### config.mk
export PLATFORM = sky130hd
export DESIGN_NAME = depth_to_pseudocolor_pixel_unit_flat
export DESIGN_NICKNAME = d
export VERILOG_FILES = /design/src/dpc_pkg.sv /design/src/dpc_if.sv /design/src/dpc_gray.sv /design/src/dpc_band.sv /design/src/dpc_div.sv /design/src/depth_to_pseudocolor_pixel_unit.sv /design/src/flat_wrapper.sv
export SDC_FILE = /design/constraint.sdc
export NUM_CORES = 1
export LEC_CHECK = 0
export BUFFER_PORTS_ARGS = -buffer_cell sky130_fd_sc_hd__clkbuf_2
export CELL_PAD_IN_SITES_DETAIL_PLACEMENT = 0
export CELL_PAD_IN_SITES_GLOBAL_PLACEMENT = 2
export CORE_AREA = 4 4 280 200
export DETAILED_ROUTE_END_ITERATION = 6
export DIE_AREA = 0 0 284 204
export PLACE_DENSITY_LB_ADDON = 0.1
export SLEW_MARGIN = 20
export SYNTH_ARGS = -nofsm -noshare
export SYNTH_HDL_FRONTEND = slang
export SYNTH_HIERARCHICAL = 1
export SYNTH_SLANG_ARGS = --single-unit
### constraint.sdc
create_clock -name clk -period 26.2 [get_ports clk]
set_input_delay 6.55 -clock clk [delete_from_list [all_inputs] [get_ports clk]]
set_output_delay 6.55 -clock clk [all_outputs]
set_load 0.01 [all_outputs]
### src/dpc_pkg.sv
`timescale 1ns / 1ps

package dpc_pkg;

    localparam int DEPTH_W    = 16;
    localparam int GRAY_W     = 8;
    localparam int CHAN_W     = 8;
    localparam int BW_W       = 6;
    localparam int CFG_DATA_W = 16;
    localparam int CFG_IDX_W  = 1;

    localparam logic [DEPTH_W-1:0] CLAMP_RESET = 16'd30000;
    localparam logic [BW_W-1:0]    BW_RESET    = 6'd50;

    // depth / 120 = (depth >> 3) / 15; x / 15 by reciprocal 8739 / 2^17 is
    // exact for every 13-bit x
    localparam int PRE_SHIFT   = 3;
    localparam int X_W         = DEPTH_W - PRE_SHIFT;
    localparam int RECIP_W     = 14;
    localparam logic [RECIP_W-1:0] RECIP_15 = 14'd8739;
    localparam int RECIP_SHIFT = 17;
    localparam int PROD_W      = X_W + RECIP_W;
    localparam int Q_W         = PROD_W - RECIP_SHIFT;
    localparam int REM_W       = 7;
    localparam logic [REM_W-1:0] REM_HALF = 7'd60;
    localparam logic [Q_W-1:0]   GRAY_MAX = 10'd255;

    // band divider: numerator < 2^14, divisor up to 2 * 63, quotient 8 bits
    localparam int NUM_W  = 14;
    localparam int DEN_W  = 7;
    localparam int QUOT_W = 8;

    localparam int GRAY_STAGES = 3;
    localparam int DIV_STAGES  = 4;
    localparam int NUM_STAGES  = GRAY_STAGES + 1 + DIV_STAGES + 1;

    typedef enum logic [CFG_IDX_W-1:0] {
        REG_DEPTH_CLAMP = 1'b0,
        REG_BAND_WIDTH  = 1'b1
    } reg_idx_t;

    typedef enum logic [2:0] {
        BAND_RISE_G,
        BAND_FALL_B,
        BAND_RISE_R,
        BAND_FALL_G_HI,
        BAND_FALL_G_LO
    } band_t;

    typedef struct packed {
        logic [GRAY_W-1:0] gray;
        band_t             band;
    } pix_t;

    typedef struct packed {
        logic [NUM_W-1:0] num;
        logic [DEN_W-1:0] den;
        pix_t             pix;
    } div_req_t;

endpackage

### src/dpc_if.sv
`timescale 1ns / 1ps

interface dpc_in_if;
    logic                          valid;
    logic                          ready;
    logic [dpc_pkg::DEPTH_W-1:0]   depth;

    modport source (output valid, output depth, input ready);
    modport sink   (input valid, input depth, output ready);
endinterface

interface dpc_out_if;
    logic                          valid;
    logic                          ready;
    logic [dpc_pkg::GRAY_W-1:0]    gray;
    logic [dpc_pkg::CHAN_W-1:0]    red;
    logic [dpc_pkg::CHAN_W-1:0]    green;
    logic [dpc_pkg::CHAN_W-1:0]    blue;

    modport source (output valid, output gray, output red, output green, output blue,
                    input ready);
    modport sink   (input valid, input gray, input red, input green, input blue,
                    output ready);
endinterface

### src/dpc_gray.sv
`timescale 1ns / 1ps

// Three stages: clamp, reciprocal multiply, remainder + round-half-even.
module dpc_gray
(
    input  logic                               clk,
    input  logic [dpc_pkg::GRAY_STAGES-1:0]    en,
    input  logic [dpc_pkg::DEPTH_W-1:0]        depth,
    input  logic [dpc_pkg::DEPTH_W-1:0]        clamp,
    output logic [dpc_pkg::GRAY_W-1:0]         gray
);

    logic [dpc_pkg::DEPTH_W-1:0] s0_dc_reg, s0_dc_next;
    logic [dpc_pkg::DEPTH_W-1:0] s1_dc_reg;
    logic [dpc_pkg::Q_W-1:0]     s1_q_reg, s1_q_next;
    logic [dpc_pkg::GRAY_W-1:0]  s2_gray_reg, s2_gray_next;

    logic [dpc_pkg::PROD_W-1:0]  prod;
    logic [dpc_pkg::DEPTH_W:0]   q120;
    logic [dpc_pkg::DEPTH_W-1:0] rem_full;
    logic [dpc_pkg::REM_W-1:0]   rem;
    logic                        round_up;
    logic [dpc_pkg::Q_W-1:0]     q_rnd;

    always_comb
    begin
        s0_dc_next = (depth > clamp) ? clamp : depth;
    end

    always_comb
    begin
        prod = dpc_pkg::PROD_W'(s0_dc_reg[dpc_pkg::DEPTH_W-1:dpc_pkg::PRE_SHIFT])
             * dpc_pkg::PROD_W'(dpc_pkg::RECIP_15);
        s1_q_next = prod[dpc_pkg::RECIP_SHIFT +: dpc_pkg::Q_W];
    end

    always_comb
    begin
        // q * 120 = q * 128 - q * 8
        q120 = {s1_q_reg, 7'b0} - (dpc_pkg::DEPTH_W+1)'({s1_q_reg, 3'b0});
        rem_full = s1_dc_reg - q120[dpc_pkg::DEPTH_W-1:0];
        rem = rem_full[dpc_pkg::REM_W-1:0];
        round_up = (rem > dpc_pkg::REM_HALF) || ((rem == dpc_pkg::REM_HALF) && s1_q_reg[0]);
        q_rnd = s1_q_reg + dpc_pkg::Q_W'(round_up);
        s2_gray_next = (q_rnd > dpc_pkg::GRAY_MAX) ? dpc_pkg::GRAY_MAX[dpc_pkg::GRAY_W-1:0]
                                                   : q_rnd[dpc_pkg::GRAY_W-1:0];
    end

    always_ff @(posedge clk)
    begin
        if (en[0])
        begin
            s0_dc_reg <= s0_dc_next;
        end
        if (en[1])
        begin
            s1_dc_reg <= s0_dc_reg;
            s1_q_reg  <= s1_q_next;
        end
        if (en[2])
        begin
            s2_gray_reg <= s2_gray_next;
        end
    end

    assign gray = s2_gray_reg;

endmodule

### src/dpc_band.sv
`timescale 1ns / 1ps

// Picks the color band and sets up the ramp division for it.
module dpc_band
(
    input  logic                          clk,
    input  logic                          en,
    input  logic [dpc_pkg::GRAY_W-1:0]    gray,
    input  logic [dpc_pkg::BW_W-1:0]      band_width,
    output dpc_pkg::div_req_t             req
);

    dpc_pkg::div_req_t req_reg, req_next;

    logic [dpc_pkg::BW_W-1:0]   w;
    logic [dpc_pkg::DEN_W-1:0]  w2;
    logic [dpc_pkg::GRAY_W-1:0] w3, w4;
    logic [dpc_pkg::GRAY_W:0]   w5;
    logic [dpc_pkg::GRAY_W-1:0] t, base;
    logic [dpc_pkg::GRAY_W-1:0] u8;
    logic [dpc_pkg::NUM_W-1:0]  u, wn, u255;
    dpc_pkg::band_t             band;

    always_comb
    begin
        w  = (band_width == '0) ? dpc_pkg::BW_W'(1) : band_width;
        w2 = {w, 1'b0};
        w3 = dpc_pkg::GRAY_W'(w2) + dpc_pkg::GRAY_W'(w);
        w4 = {w, 2'b0};
        // 5w can pass 255 for wide bands
        w5 = (dpc_pkg::GRAY_W+1)'(w4) + (dpc_pkg::GRAY_W+1)'(w);
        t  = ((dpc_pkg::GRAY_W+1)'(gray) > w5) ? w5[dpc_pkg::GRAY_W-1:0] : gray;

        priority if (t < dpc_pkg::GRAY_W'(w))
        begin
            band = dpc_pkg::BAND_RISE_G;
            base = '0;
        end
        else if (t < dpc_pkg::GRAY_W'(w2))
        begin
            band = dpc_pkg::BAND_FALL_B;
            base = dpc_pkg::GRAY_W'(w);
        end
        else if (t < w3)
        begin
            band = dpc_pkg::BAND_RISE_R;
            base = dpc_pkg::GRAY_W'(w2);
        end
        else if (t <= w4)
        begin
            band = dpc_pkg::BAND_FALL_G_HI;
            base = w3;
        end
        else
        begin
            band = dpc_pkg::BAND_FALL_G_LO;
            base = w4;
        end

        u8   = t - base;
        u    = dpc_pkg::NUM_W'(u8[dpc_pkg::BW_W-1:0]);
        wn   = dpc_pkg::NUM_W'(w);
        u255 = (u << 8) - u;

        req_next.pix.gray = gray;
        req_next.pix.band = band;
        unique case (band)
            dpc_pkg::BAND_RISE_G:
            begin
                req_next.num = u255;
                req_next.den = dpc_pkg::DEN_W'(w);
            end
            dpc_pkg::BAND_FALL_B:
            begin
                // ceiling division
                req_next.num = u255 + wn - dpc_pkg::NUM_W'(1);
                req_next.den = dpc_pkg::DEN_W'(w);
            end
            dpc_pkg::BAND_RISE_R:
            begin
                req_next.num = u255;
                req_next.den = dpc_pkg::DEN_W'(w);
            end
            dpc_pkg::BAND_FALL_G_HI:
            begin
                req_next.num = (u << 8) + wn;
                req_next.den = w2;
            end
            default:
            begin
                req_next.num = (u << 8) - (u << 1) + wn;
                req_next.den = w2;
            end
        endcase
    end

    always_ff @(posedge clk)
    begin
        if (en)
        begin
            req_reg <= req_next;
        end
    end

    assign req = req_reg;

endmodule

### src/dpc_div.sv
`timescale 1ns / 1ps

// Pipelined restoring divider, two quotient bits per stage, MSB first.
module dpc_div
(
    input  logic                              clk,
    input  logic [dpc_pkg::DIV_STAGES-1:0]    en,
    input  dpc_pkg::div_req_t                 req,
    output logic [dpc_pkg::QUOT_W-1:0]        quot,
    output dpc_pkg::pix_t                     pix
);

    localparam int RW = dpc_pkg::NUM_W + 1;

    logic [dpc_pkg::NUM_W-1:0]  rem_reg  [dpc_pkg::DIV_STAGES];
    logic [dpc_pkg::DEN_W-1:0]  den_reg  [dpc_pkg::DIV_STAGES];
    logic [dpc_pkg::QUOT_W-1:0] quot_reg [dpc_pkg::DIV_STAGES];
    dpc_pkg::pix_t              pix_reg  [dpc_pkg::DIV_STAGES];

    function automatic logic [dpc_pkg::NUM_W:0] div_step(
        input logic [dpc_pkg::NUM_W-1:0] rem,
        input logic [dpc_pkg::DEN_W-1:0] den,
        input int unsigned               sh
    );
        logic [RW-1:0] sub;
        sub = RW'(den) << sh;
        if ({1'b0, rem} >= sub)
            return {1'b1, rem - sub[dpc_pkg::NUM_W-1:0]};
        else
            return {1'b0, rem};
    endfunction

    genvar s;
    generate
        for (s = 0; s < dpc_pkg::DIV_STAGES; s++)
        begin : g_stage
            localparam int SH_HI = dpc_pkg::QUOT_W - 1 - 2 * s;
            localparam int SH_LO = SH_HI - 1;

            logic [dpc_pkg::NUM_W-1:0]  rem_in;
            logic [dpc_pkg::DEN_W-1:0]  den_in;
            logic [dpc_pkg::QUOT_W-1:0] quot_in;
            dpc_pkg::pix_t              pix_in;
            logic [dpc_pkg::NUM_W:0]    step_hi, step_lo;
            logic [dpc_pkg::NUM_W-1:0]  rem_next;
            logic [dpc_pkg::QUOT_W-1:0] quot_next;

            if (s == 0)
            begin : g_first
                assign rem_in  = req.num;
                assign den_in  = req.den;
                assign quot_in = '0;
                assign pix_in  = req.pix;
            end
            else
            begin : g_rest
                assign rem_in  = rem_reg[s-1];
                assign den_in  = den_reg[s-1];
                assign quot_in = quot_reg[s-1];
                assign pix_in  = pix_reg[s-1];
            end

            always_comb
            begin
                step_hi   = div_step(rem_in, den_in, SH_HI);
                step_lo   = div_step(step_hi[dpc_pkg::NUM_W-1:0], den_in, SH_LO);
                rem_next  = step_lo[dpc_pkg::NUM_W-1:0];
                quot_next = quot_in;
                quot_next[SH_HI] = step_hi[dpc_pkg::NUM_W];
                quot_next[SH_LO] = step_lo[dpc_pkg::NUM_W];
            end

            always_ff @(posedge clk)
            begin
                if (en[s])
                begin
                    rem_reg[s]  <= rem_next;
                    den_reg[s]  <= den_in;
                    quot_reg[s] <= quot_next;
                    pix_reg[s]  <= pix_in;
                end
            end
        end
    endgenerate

    assign quot = quot_reg[dpc_pkg::DIV_STAGES-1];
    assign pix  = pix_reg[dpc_pkg::DIV_STAGES-1];

endmodule

### src/depth_to_pseudocolor_pixel_unit.sv
`timescale 1ns / 1ps

// Channel     Dir   Payload                     Transfer
// depth_in    in    depth[15:0]                 valid & ready
// color_out   out   gray, red, green, blue [7:0] valid & ready
// cfg         in    cfg_idx, cfg_wdata[15:0]    cfg_we
//
// One pixel per clock sustained while color_out.ready stays high; each pixel passes
// 9 register stages: 3 gray stages, band select, 4 divider stages, output register.
// Every stage holds its own valid bit; ready propagates backward per stage, so
// bubbles are squeezed out and input is taken while a result waits at the output.
// rst_n clears valid bits and loads depth_clamp = 30000, band_width = 50.
module depth_to_pseudocolor_pixel_unit
(
    input  logic                              clk,
    input  logic                              rst_n,
    dpc_in_if.sink                            depth_in,
    dpc_out_if.source                         color_out,
    input  logic                              cfg_we,
    input  logic [dpc_pkg::CFG_IDX_W-1:0]     cfg_idx,
    input  logic [dpc_pkg::CFG_DATA_W-1:0]    cfg_wdata
);

    localparam int NS   = dpc_pkg::NUM_STAGES;
    localparam int BAND = dpc_pkg::GRAY_STAGES;
    localparam int DIV0 = dpc_pkg::GRAY_STAGES + 1;

    logic [dpc_pkg::DEPTH_W-1:0] clamp_reg;
    logic [dpc_pkg::BW_W-1:0]    bw_reg;
    logic [NS-1:0]               v_reg, v_next;
    logic [NS-1:0]               en;

    logic [dpc_pkg::GRAY_W-1:0]  gray;
    dpc_pkg::div_req_t           req;
    logic [dpc_pkg::QUOT_W-1:0]  quot;
    dpc_pkg::pix_t               pix;

    logic [dpc_pkg::GRAY_W-1:0]  gray_reg;
    logic [dpc_pkg::CHAN_W-1:0]  red_reg, red_next;
    logic [dpc_pkg::CHAN_W-1:0]  green_reg, green_next;
    logic [dpc_pkg::CHAN_W-1:0]  blue_reg, blue_next;

    always_ff @(posedge clk or negedge rst_n)
    begin
        if (!rst_n)
        begin
            clamp_reg <= dpc_pkg::CLAMP_RESET;
            bw_reg    <= dpc_pkg::BW_RESET;
        end
        else if (cfg_we)
        begin
            unique case (dpc_pkg::reg_idx_t'(cfg_idx))
                dpc_pkg::REG_DEPTH_CLAMP: clamp_reg <= cfg_wdata[dpc_pkg::DEPTH_W-1:0];
                dpc_pkg::REG_BAND_WIDTH:  bw_reg    <= cfg_wdata[dpc_pkg::BW_W-1:0];
                default: ;
            endcase
        end
    end

    // a stage may load when it is empty or the stage after it loads too
    always_comb
    begin
        en[NS-1] = !v_reg[NS-1] || color_out.ready;
        for (int k = NS - 2; k >= 0; k--)
        begin
            en[k] = !v_reg[k] || en[k+1];
        end
        v_next = v_reg;
        if (en[0])
        begin
            v_next[0] = depth_in.valid;
        end
        for (int k = 1; k < NS; k++)
        begin
            if (en[k])
            begin
                v_next[k] = v_reg[k-1];
            end
        end
    end

    always_ff @(posedge clk or negedge rst_n)
    begin
        if (!rst_n)
        begin
            v_reg <= '0;
        end
        else
        begin
            v_reg <= v_next;
        end
    end

    assign depth_in.ready = en[0];

    dpc_gray u_gray
    (
        .clk   (clk),
        .en    (en[dpc_pkg::GRAY_STAGES-1:0]),
        .depth (depth_in.depth),
        .clamp (clamp_reg),
        .gray  (gray)
    );

    dpc_band u_band
    (
        .clk        (clk),
        .en         (en[BAND]),
        .gray       (gray),
        .band_width (bw_reg),
        .req        (req)
    );

    dpc_div u_div
    (
        .clk  (clk),
        .en   (en[DIV0 +: dpc_pkg::DIV_STAGES]),
        .req  (req),
        .quot (quot),
        .pix  (pix)
    );

    always_comb
    begin
        unique case (pix.band)
            dpc_pkg::BAND_RISE_G:
            begin
                red_next   = '0;
                green_next = quot;
                blue_next  = '0;
            end
            dpc_pkg::BAND_FALL_B:
            begin
                red_next   = '0;
                green_next = '1;
                blue_next  = ~quot;
            end
            dpc_pkg::BAND_RISE_R:
            begin
                red_next   = quot;
                green_next = '1;
                blue_next  = '0;
            end
            dpc_pkg::BAND_FALL_G_HI:
            begin
                red_next   = '1;
                green_next = ~quot;
                blue_next  = '0;
            end
            default:
            begin
                red_next   = '1;
                green_next = 8'd127 - quot;
                blue_next  = '0;
            end
        endcase
    end

    always_ff @(posedge clk)
    begin
        if (en[NS-1])
        begin
            gray_reg  <= pix.gray;
            red_reg   <= red_next;
            green_reg <= green_next;
            blue_reg  <= blue_next;
        end
    end

    assign color_out.valid = v_reg[NS-1];
    assign color_out.gray  = gray_reg;
    assign color_out.red   = red_reg;
    assign color_out.green = green_reg;
    assign color_out.blue  = blue_reg;

    a_accept_enters: assert property (@(posedge clk) disable iff (!rst_n)
        (depth_in.valid && depth_in.ready) |=> v_reg[0])
        else $error("accepted transaction did not enter the first stage");

    a_ready_only_when_full: assert property (@(posedge clk) disable iff (!rst_n)
        !depth_in.ready |-> ((&v_reg) && !color_out.ready))
        else $error("input stalled while the pipeline has room");

    a_red_blue_exclusive: assert property (@(posedge clk) disable iff (!rst_n)
        color_out.valid |-> (color_out.red == '0 || color_out.blue == '0))
        else $error("red and blue both nonzero");

    a_red_ramp_green_full: assert property (@(posedge clk) disable iff (!rst_n)
        color_out.valid |-> (color_out.red == '1 || color_out.red == '0 ||
                             color_out.green == '1))
        else $error("partial red outside the red ramp band");

endmodule
### src/flat_wrapper.sv
// flat-port wrapper written by rule: the top's interface ports become plain ports
module depth_to_pseudocolor_pixel_unit_flat 
  (clk, rst_n, cfg_we, cfg_idx, cfg_wdata, depth_in_valid, depth_in_depth, depth_in_ready, color_out_valid, color_out_gray, color_out_red, color_out_green, color_out_blue, color_out_ready);
  dpc_in_if depth_in_i ();
  dpc_out_if color_out_i ();
  input  logic clk;
  input  logic rst_n;
  input  logic cfg_we;
  input  logic [dpc_pkg::CFG_IDX_W-1:0] cfg_idx;
  input  logic [dpc_pkg::CFG_DATA_W-1:0] cfg_wdata;
  input wire logic [$bits(depth_in_i.valid)-1:0] depth_in_valid;
  input wire logic [$bits(depth_in_i.depth)-1:0] depth_in_depth;
  output wire logic [$bits(depth_in_i.ready)-1:0] depth_in_ready;
  output wire logic [$bits(color_out_i.valid)-1:0] color_out_valid;
  output wire logic [$bits(color_out_i.gray)-1:0] color_out_gray;
  output wire logic [$bits(color_out_i.red)-1:0] color_out_red;
  output wire logic [$bits(color_out_i.green)-1:0] color_out_green;
  output wire logic [$bits(color_out_i.blue)-1:0] color_out_blue;
  input wire logic [$bits(color_out_i.ready)-1:0] color_out_ready;
  assign depth_in_i.valid = depth_in_valid;
  assign depth_in_i.depth = depth_in_depth;
  assign depth_in_ready = depth_in_i.ready;
  assign color_out_valid = color_out_i.valid;
  assign color_out_gray = color_out_i.gray;
  assign color_out_red = color_out_i.red;
  assign color_out_green = color_out_i.green;
  assign color_out_blue = color_out_i.blue;
  assign color_out_i.ready = color_out_ready;
  depth_to_pseudocolor_pixel_unit u_core (.clk(clk), .rst_n(rst_n), .depth_in(depth_in_i), .color_out(color_out_i), .cfg_we(cfg_we), .cfg_idx(cfg_idx), .cfg_wdata(cfg_wdata));
endmodule
==> results of run 1 <==
## metal layers
metal | vias up | global-route usage (%) | wire length (um)
met5 | - | 0 | 0
met4 | 0 | 2.60 | 639
met3 | 40 | 2.17 | 1880
met2 | 238 | 20.8 | 16300
met1 | 5949 | 25.9 | 25400
li1 | 6322 | - | -
## cell families after synthesis
| family | count (synthesis) |
|---|---|
| AO/OA/AOI/OAI | 395 |
| AND/OR/NAND/NOR | 374 |
| flip-flops | 263 |
| adder cells (fa/ha/maj) | 250 |
| buffers and inverters | 224 |
| multiplexers | 87 |
| XOR/XNOR | 79 |
## final cells by class
cell class / instances / area [sq um]
timing repair buffer: 86 / 468
inverter: 189 / 714
sequential: 263 / 7750
clock buffer: 35 / 727
tap: 693 / 867
fill: 5109 / 32700
clock inverter: 13 / 189
multi-input combinational: 1185 / 9760
## path summary, 6_finish.rpt
kind                                      startpoint                         end  slack (ns)  cells past startpoint
worst max-delay path                 color_out_ready              depth_in_ready       11.86                      5
worst min-delay path            u_core/u_band/req[5]  u_core/u_div/pix_reg[0][5]        0.41                      0
worst max register to register      u_core/bw_reg[4]       u_core/u_band/req[31]       13.50                     50
worst min register to register  u_core/u_band/req[5]  u_core/u_div/pix_reg[0][5]        0.41                      0
max in group asynchronous                      rst_n             u_core/v_reg[8]       19.56                      1
min in group asynchronous                      rst_n         u_core/clamp_reg[7]        6.09                      1
## placed cells by master (no fill, tap or decap), types with 30 or more instances in the layout
cell	netlist	routed
nor2_1	78	78
nand2_1	94	94
a21o_1	37	37
nand3_1	30	30
ha_1	220	220
clkbuf_2	0	71
o21ai_0	84	84
inv_1	185	185
a21oi_1	87	87
edfxtp_1	232	232
mux2_2	38	38
xnor2_1	51	51
## through the flow
step | setup WS (ns) | utilization, % | area [sq um]
2_1_floorplan | 12.07 | - | 18400
3_3_place_gp | 11.84 | 36.8 | 19600
3_5_place_dp | 11.84 | 36.8 | 19600
4_1_cts | 11.84 | 38.5 | 20500
5_1_grt | 11.72 | 38.5 | 20500
6_report | 11.86 | 38.5 | 20500
==> flow_summary.ini, run 1 <==
[run_status]
run_status = finished clean

[synth]
postSynth.asyncResetShare_pct = 11.8
ys_seq_elements = 263
synth_cells = 1672
synth.most_common_cell = edfxtp_1
synth_fp_nets = 1959
synth_xor_xnor_area_share_pct = 3.75
muxShareOfSynthArea_pct = 5.68
synth_area_per_cell_sq_um = 11.0
syn_area_sq_um = 18400
yosys.area.top_type_share_pct = 37.8
synth-warning-count = 6
yosys.area_share.adder_pct = 18.1
synth_top_family_by_area = adder cells
synth-edff-count = 232
synth-seq-area-share_pct = 42.1
ys_types = 106
post_synth_and_or_nand_nor_area_fraction_pct = 10.7
synth-compound-area-share_pct = 14.7
yosys-top-cells-area = edfxtp_1 (38%), ha_1 (15%), inv_1 (3.8%), fa_1 (3.1%), dfrtp_1 (2.8%)
synthTopCellsByCount = edfxtp_1 (232), ha_1 (220), inv_1 (185)
yosys.area.top_type = edfxtp_1
ys.flop_type = edfxtp_1

[global_routing]
grt_pass1_wl_um = 71900
grt_pass1_vias = 12498
overflow = 0
grt_max_degree = 39
track_usage_pct = 15.4
grt_antenna_before_repair = 2

[worst_setup_path]
end_kind = primary output
cp.buffers_inverters = 3
crit_chain = clkbuf_2 > and4b_1 > nand4_1 > buf_4 > clkbuf_2
max_stage_delay_ns = 0.54
worstPathRequired_ns = 19.65
crit_arrival_ns = 7.79
path_max_fanout = 17
critPathLaunchType = input port
cpLargestDelayFamily = simple AND/OR/NAND/NOR gates
critical_path_class = in2out
crit_slowest_cell = and4b_1
crit_top_cell = clkbuf_2

[min_path]
hp-class = reg2reg

[placed_design]
place_congestion = 0.828
io_buffers = 71
hpwl_um = 34900
dp.cells = 2416

[sta]
fin_crit_sh_pct = 54.7
hold_slack_ns = 0.412
setup_tns_ns = 0
fmax_ghz = 0.0697
finalMaxSlewViolations = 0
slew_headroom_pct = 30.7
fin_skew_ns = 0.0166
rsz0062_at_grt = false
final_hold_viol_count = 0
period_needed_ns = 14.34
finalSetupViolCount = 0
worst_pin_slew_ns = 1.04

[routing]
drc = 0
wl_per_cell_um = 17.9
routed_via_density = 5.09
num_vias = 12549
ant_nets = 0
routed_wl_um = 44200
dr.pass1.iters = 5
drt_iter0_drc = 709

[cells_and_area]
final_nets = 2040
largest_reg_flops = 44
final_cell_count_no_fill = 2464
drive_above_1_share_pct = 14.2
diodes = 0
areaGrowthSynthToFinish_pct = 11.0

[clock_tree]
htreeDepth = 1
post_cts_buffers = 0
cts-root-buf = clkbuf_16
numCtsBuffers = 28
clkTransAtPathRegs_ns = 0.06
cts_resized = 0
cts_tree = yes
clock_path_buffers = 3
cts.sinks = 263
cts-hold-fix-buffers = 0
clock_latency_ns = 0.57

[floorplan]
chipWidth_um = 284
io_pins = 72
core.rowCount = 71
initial_utilization_pct = 34.7
die_h_um = 204
die-area_sq_um = 57900
core_sq_um = 53200

[run]
drv_cap = 0
Power of run 1 is not shown: default switching activity piles up to over one toggle a cycle in this logic, so the estimate is an artifact.
==> run 2, diff against run 1 <==
==> constraint.sdc (replaced) <==
create_clock -name clk -period 12.6 [get_ports clk]
set_input_delay 3.15 -clock clk [delete_from_list [all_inputs] [get_ports clk]]
set_output_delay 3.15 -clock clk [all_outputs]
set_load 0.01 [all_outputs]
==> flow_summary.ini, run 2 (synthesis gave the netlist of run 1 again) <==
[floorplan]
die-area_sq_um = 57900
die_h_um = 204
core_sq_um = 53200
chipWidth_um = 284
initial_utilization_pct = 34.7
io_pins = 72
core.rowCount = 71

[cells_and_area]
drive_above_1_share_pct = 14.9
utilization_pct = 38.7
areaGrowthSynthToFinish_pct = 11.6
largest_reg_flops = 44
mostFrequentLayoutCells = edfxtp_1 (232), ha_1 (220), inv_1 (185), nand2_1 (93), a21oi_1 (87)
final_nets = 2050
layout_commonest_cell = edfxtp_1
fin_area_sq_um = 20600

[global_routing]
grt_max_degree = 39
grt_pass1_vias = 12632
overflow = 0
track_usage_pct = 15.7
grt_pass1_wl_um = 72800
grt_antenna_before_repair = 1

[routing]
wl_per_cell_um = 18.3
dr.pass1.iters = 5
routed_via_density = 5.09
drc = 0
num_vias = 12625
drt_iter0_drc = 705
routed_wl_um = 45300
ant_nets = 0

[worst_setup_path]
critical_path_class = reg2reg
crit_arrival_ns = 11.90
r2r_cells = 54
critPathLaunchType = register
end_kind = register
max_stage_delay_ns = 0.69
worstPathRequired_ns = 12.89
crit_top_cell = ha_1
path_max_fanout = 13
rrSetupSlack_ns = 0.98
r2r_start = u_core/bw_reg[4]
crit_slowest_cell = dfstp_2
crit_start = u_core/bw_reg[4]

[placed_design]
io_buffers = 71
place_congestion = 0.847
placed_cell_area_sq_um = 19600
hpwl_um = 36000

[clock_tree]
cts_resized = 0
clock_latency_ns = 0.56
htreeDepth = 1
clkTransAtPathRegs_ns = 0.06
cts.sinks = 263
cts-hold-fix-buffers = 0
cts-root-buf = clkbuf_16
cts_tree = yes
post_cts_buffers = 0
clock_path_buffers = 3
numCtsBuffers = 29

[sta]
period_needed_ns = 11.62
fin_crit_sh_pct = 92.2
finalMaxSlewViolations = 0
fin_skew_ns = 0.00721
worst_pin_slew_ns = 1.00
fmax_ghz = 0.0861
final_hold_viol_count = 0
setup_tns_ns = 0
rsz0062_at_grt = false
slew_headroom_pct = 33.1
finalSetupViolCount = 0

[run]
drv_cap = 0

[min_path]
holdPathStages = 0
hp-start = u_core/u_div/pix_reg[0][9]
hp-class = reg2reg

[run_status]
run_status = finished clean
[run 2: cell types whose count changed in the layout (fill, tap and decap cells not counted), moves of 2 or more]
cell	delta
clkinv_1	+2
inv_6	+2
buf_4	+9
clkinvlp_4	+2
clkinv_4	+2
diode_2	+2
[run 2: cell type report]
cell class	count	area, sq um
Fill cell	5184	32600
Multi-Input combinational cell	1185	9760
Sequential cell	263	7750
Tap cell	693	867
Clock buffer	35	748
Inverter	189	714
Timing Repair Buffer	95	536
Clock inverter	19	201
Antenna cell	2	5.00
[run 2: path summary, 6_finish.rpt]
check | end
max reg2reg | u_core/u_band/req[31]
max | u_core/u_band/req[31]
min in group asynchronous | u_core/clamp_reg[6]
max in group asynchronous | u_core/v_reg[7]
min reg2reg | u_core/u_div/pix_reg[1][9]
min | u_core/u_div/pix_reg[1][9]
[run 2: critical path: cells and delay by family (launching register included)]
kind,cells,cell delay (ns)
xor gates and xnor gates,2,0.43
muxes,1,0.13
and+or+nand+nor,13,2.34
DFF,1,0.69
buffers and inverters,8,1.06
adders and majority gates,8,1.97
AOI/OAI and AO/OA,22,4.71
[run 2: layer usage]
layer	vias up	share of wire [%]	GRT usage, %
met4	0	1.4	2.60
met1	5995	57	25.9
met3	39	4.8	2.70
met5	-	0	0
met2	244	37	21.2
li1	6347	-	-
[run 2: per-stage QoR]
| stage | cells | worst slack (ns) | hold WS, ns |
|---|---|---|---|
| global route | 2479 | 0.0566 | 0.416 |
| detailed placement | 2425 | 1.18 | 0.405 |
| CTS | 2479 | 1.13 | 0.413 |
| finish | 2481 | 0.984 | 0.416 |
| global placement | 2425 | 1.36 | 0.402 |
| floorplan | 1672 | 2.61 | 0.400 |
Power of run 2 is left out for the same reason.
==> run 3, diff against run 2 <==
==> constraint.sdc (replaced) <==
create_clock -name clk -period 11.1 [get_ports clk]
set_input_delay 1.665 -clock clk [delete_from_list [all_inputs] [get_ports clk]]
set_output_delay 1.665 -clock clk [all_outputs]
set_load 0.01 [all_outputs]
==> flow_summary.ini, run 3 (synthesis gave the netlist of run 1 again) <==
[worst_setup_path]
end_kind = register
max_stage_delay_ns = 0.55
crit_arrival_ns = 10.63
critPathLaunchType = register
cpLargestDelayFamily = compound AO/OA/AOI/OAI gates
critical_path_class = reg2reg
crit_top_cell = ha_1
path_max_fanout = 7
crit_slowest_cell = dfstp_2
cp.buffers_inverters = 7
worstPathRequired_ns = 11.39

[cells_and_area]
multi_input_area_sq_um = 9780
diodes = 0
drive_above_1_share_pct = 16.2
final_nets = 2066
layout_commonest_cell = edfxtp_1
ff_latch_area_sq_um = 7750
areaGrowthSynthToFinish_pct = 12.7
largest_reg_flops = 44
fillerInstances = 5154
mostFrequentLayoutCells = edfxtp_1 (232), ha_1 (220), inv_1 (184), nand2_1 (92), a21oi_1 (86)

[global_routing]
overflow = 0
grt_antenna_before_repair = 0
track_usage_pct = 15.4
grt_pass1_wl_um = 71700
grt_max_degree = 39
grt_pass1_vias = 12533

[clock_tree]
numCtsBuffers = 29
cts-root-buf = clkbuf_16
cts.sinks = 263
clock_latency_ns = 0.56
cts_tree = yes
clock_path_buffers = 3
htreeDepth = 1
clkTransAtPathRegs_ns = 0.06

[sta]
setup_tns_ns = 0
fmax_ghz = 0.0967
finalMaxSlewViolations = 0
fin_skew_ns = 0.0103
slew_headroom_pct = 31.7
period_needed_ns = 10.34
final_hold_viol_count = 0
fin_crit_sh_pct = 93.2
finalSetupViolCount = 0
worst_pin_slew_ns = 1.02
rsz0062_at_grt = false

[placed_design]
hpwl_um = 35900
place_congestion = 0.901
io_buffers = 71

[routing]
drc = 0
wl_per_cell_um = 17.9
routed_wl_um = 44700
num_vias = 12580
drt_iter0_drc = 740
dr.pass1.iters = 4
ant_nets = 0
routed_via_density = 5.04

[floorplan]
core.rowCount = 71
chipWidth_um = 284
die-area_sq_um = 57900
initial_utilization_pct = 34.7
io_pins = 72
core_sq_um = 53200
die_h_um = 204

[min_path]
hp-class = reg2reg

[run]
drv_cap = 0

[run_status]
run_status = finished clean
## run 3: worst paths after layout
| check | from | end | slack, ns | depth (start not counted) |
|---|---|---|---|---|
| max in group asynchronous | rst_n | u_core/v_reg[8] | 9.31 | 1 |
| setup reg to reg | u_core/bw_reg[4] | u_core/u_band/req[31] | 0.76 | 52 |
| setup / recovery | u_core/bw_reg[4] | u_core/u_band/req[31] | 0.76 | 52 |
| hold / removal | u_core/u_band/req[2] | u_core/u_div/pix_reg[0][2] | 0.41 | 0 |
| hold reg to reg | u_core/u_band/req[2] | u_core/u_div/pix_reg[0][2] | 0.41 | 0 |
| min in group asynchronous | rst_n | u_core/clamp_reg[6] | 1.23 | 1 |
## run 3: worst register-to-register path: cells and delay by family (launching register included)
kind	cells	cell delay, ns
mux	2	0.57
fa+ha+maj	7	2.01
simple gates	17	2.34
buf+inv	7	0.79
flops	1	0.55
compound gates	17	3.45
xor+xnor	2	0.40
## run 3: per-layer routing
metal,part of all wire [%],GRT usage (%),up-vias
met2,37,20.7,207
met3,4.3,2.40,50
met1,57,25.7,5944
met4,1.6,2.90,0
met5,0,0,-
li1,-,-,6379
## run 3: area by class of cell
type	instances	share of cell area, %
clock buffers	30	3.51
clock inverters	24	1.32
multi-input cells	1185	47.1
inverters	189	3.44
well taps	693	4.17
repair buffers	111	3.16
flip-flops and latches	263	37.3
## run 3: stage by stage
step	setup slack [ns]	instance area [sq um]	instances	hold WS, ns	utilization, %
2_1_floorplan	1.11	18400	1672	0.400	-
3_3_place_gp	0.470	19700	2439	0.401	37.1
3_5_place_dp	0.209	19700	2439	0.405	37.1
4_1_cts	0.184	20700	2493	0.403	39.0
5_1_grt	0.0606	20800	2495	0.419	39.1
6_report	0.757	20800	2495	0.413	39.1
## run 3: repair_timing
action / in CTS / in global routing
hold buffers: 0 / 0
setup endpoints to repair: 0 / 7
buffers inserted: 0 / 2
gates resized for setup: 0 / 10
Power of run 3 is left out for the same reason.
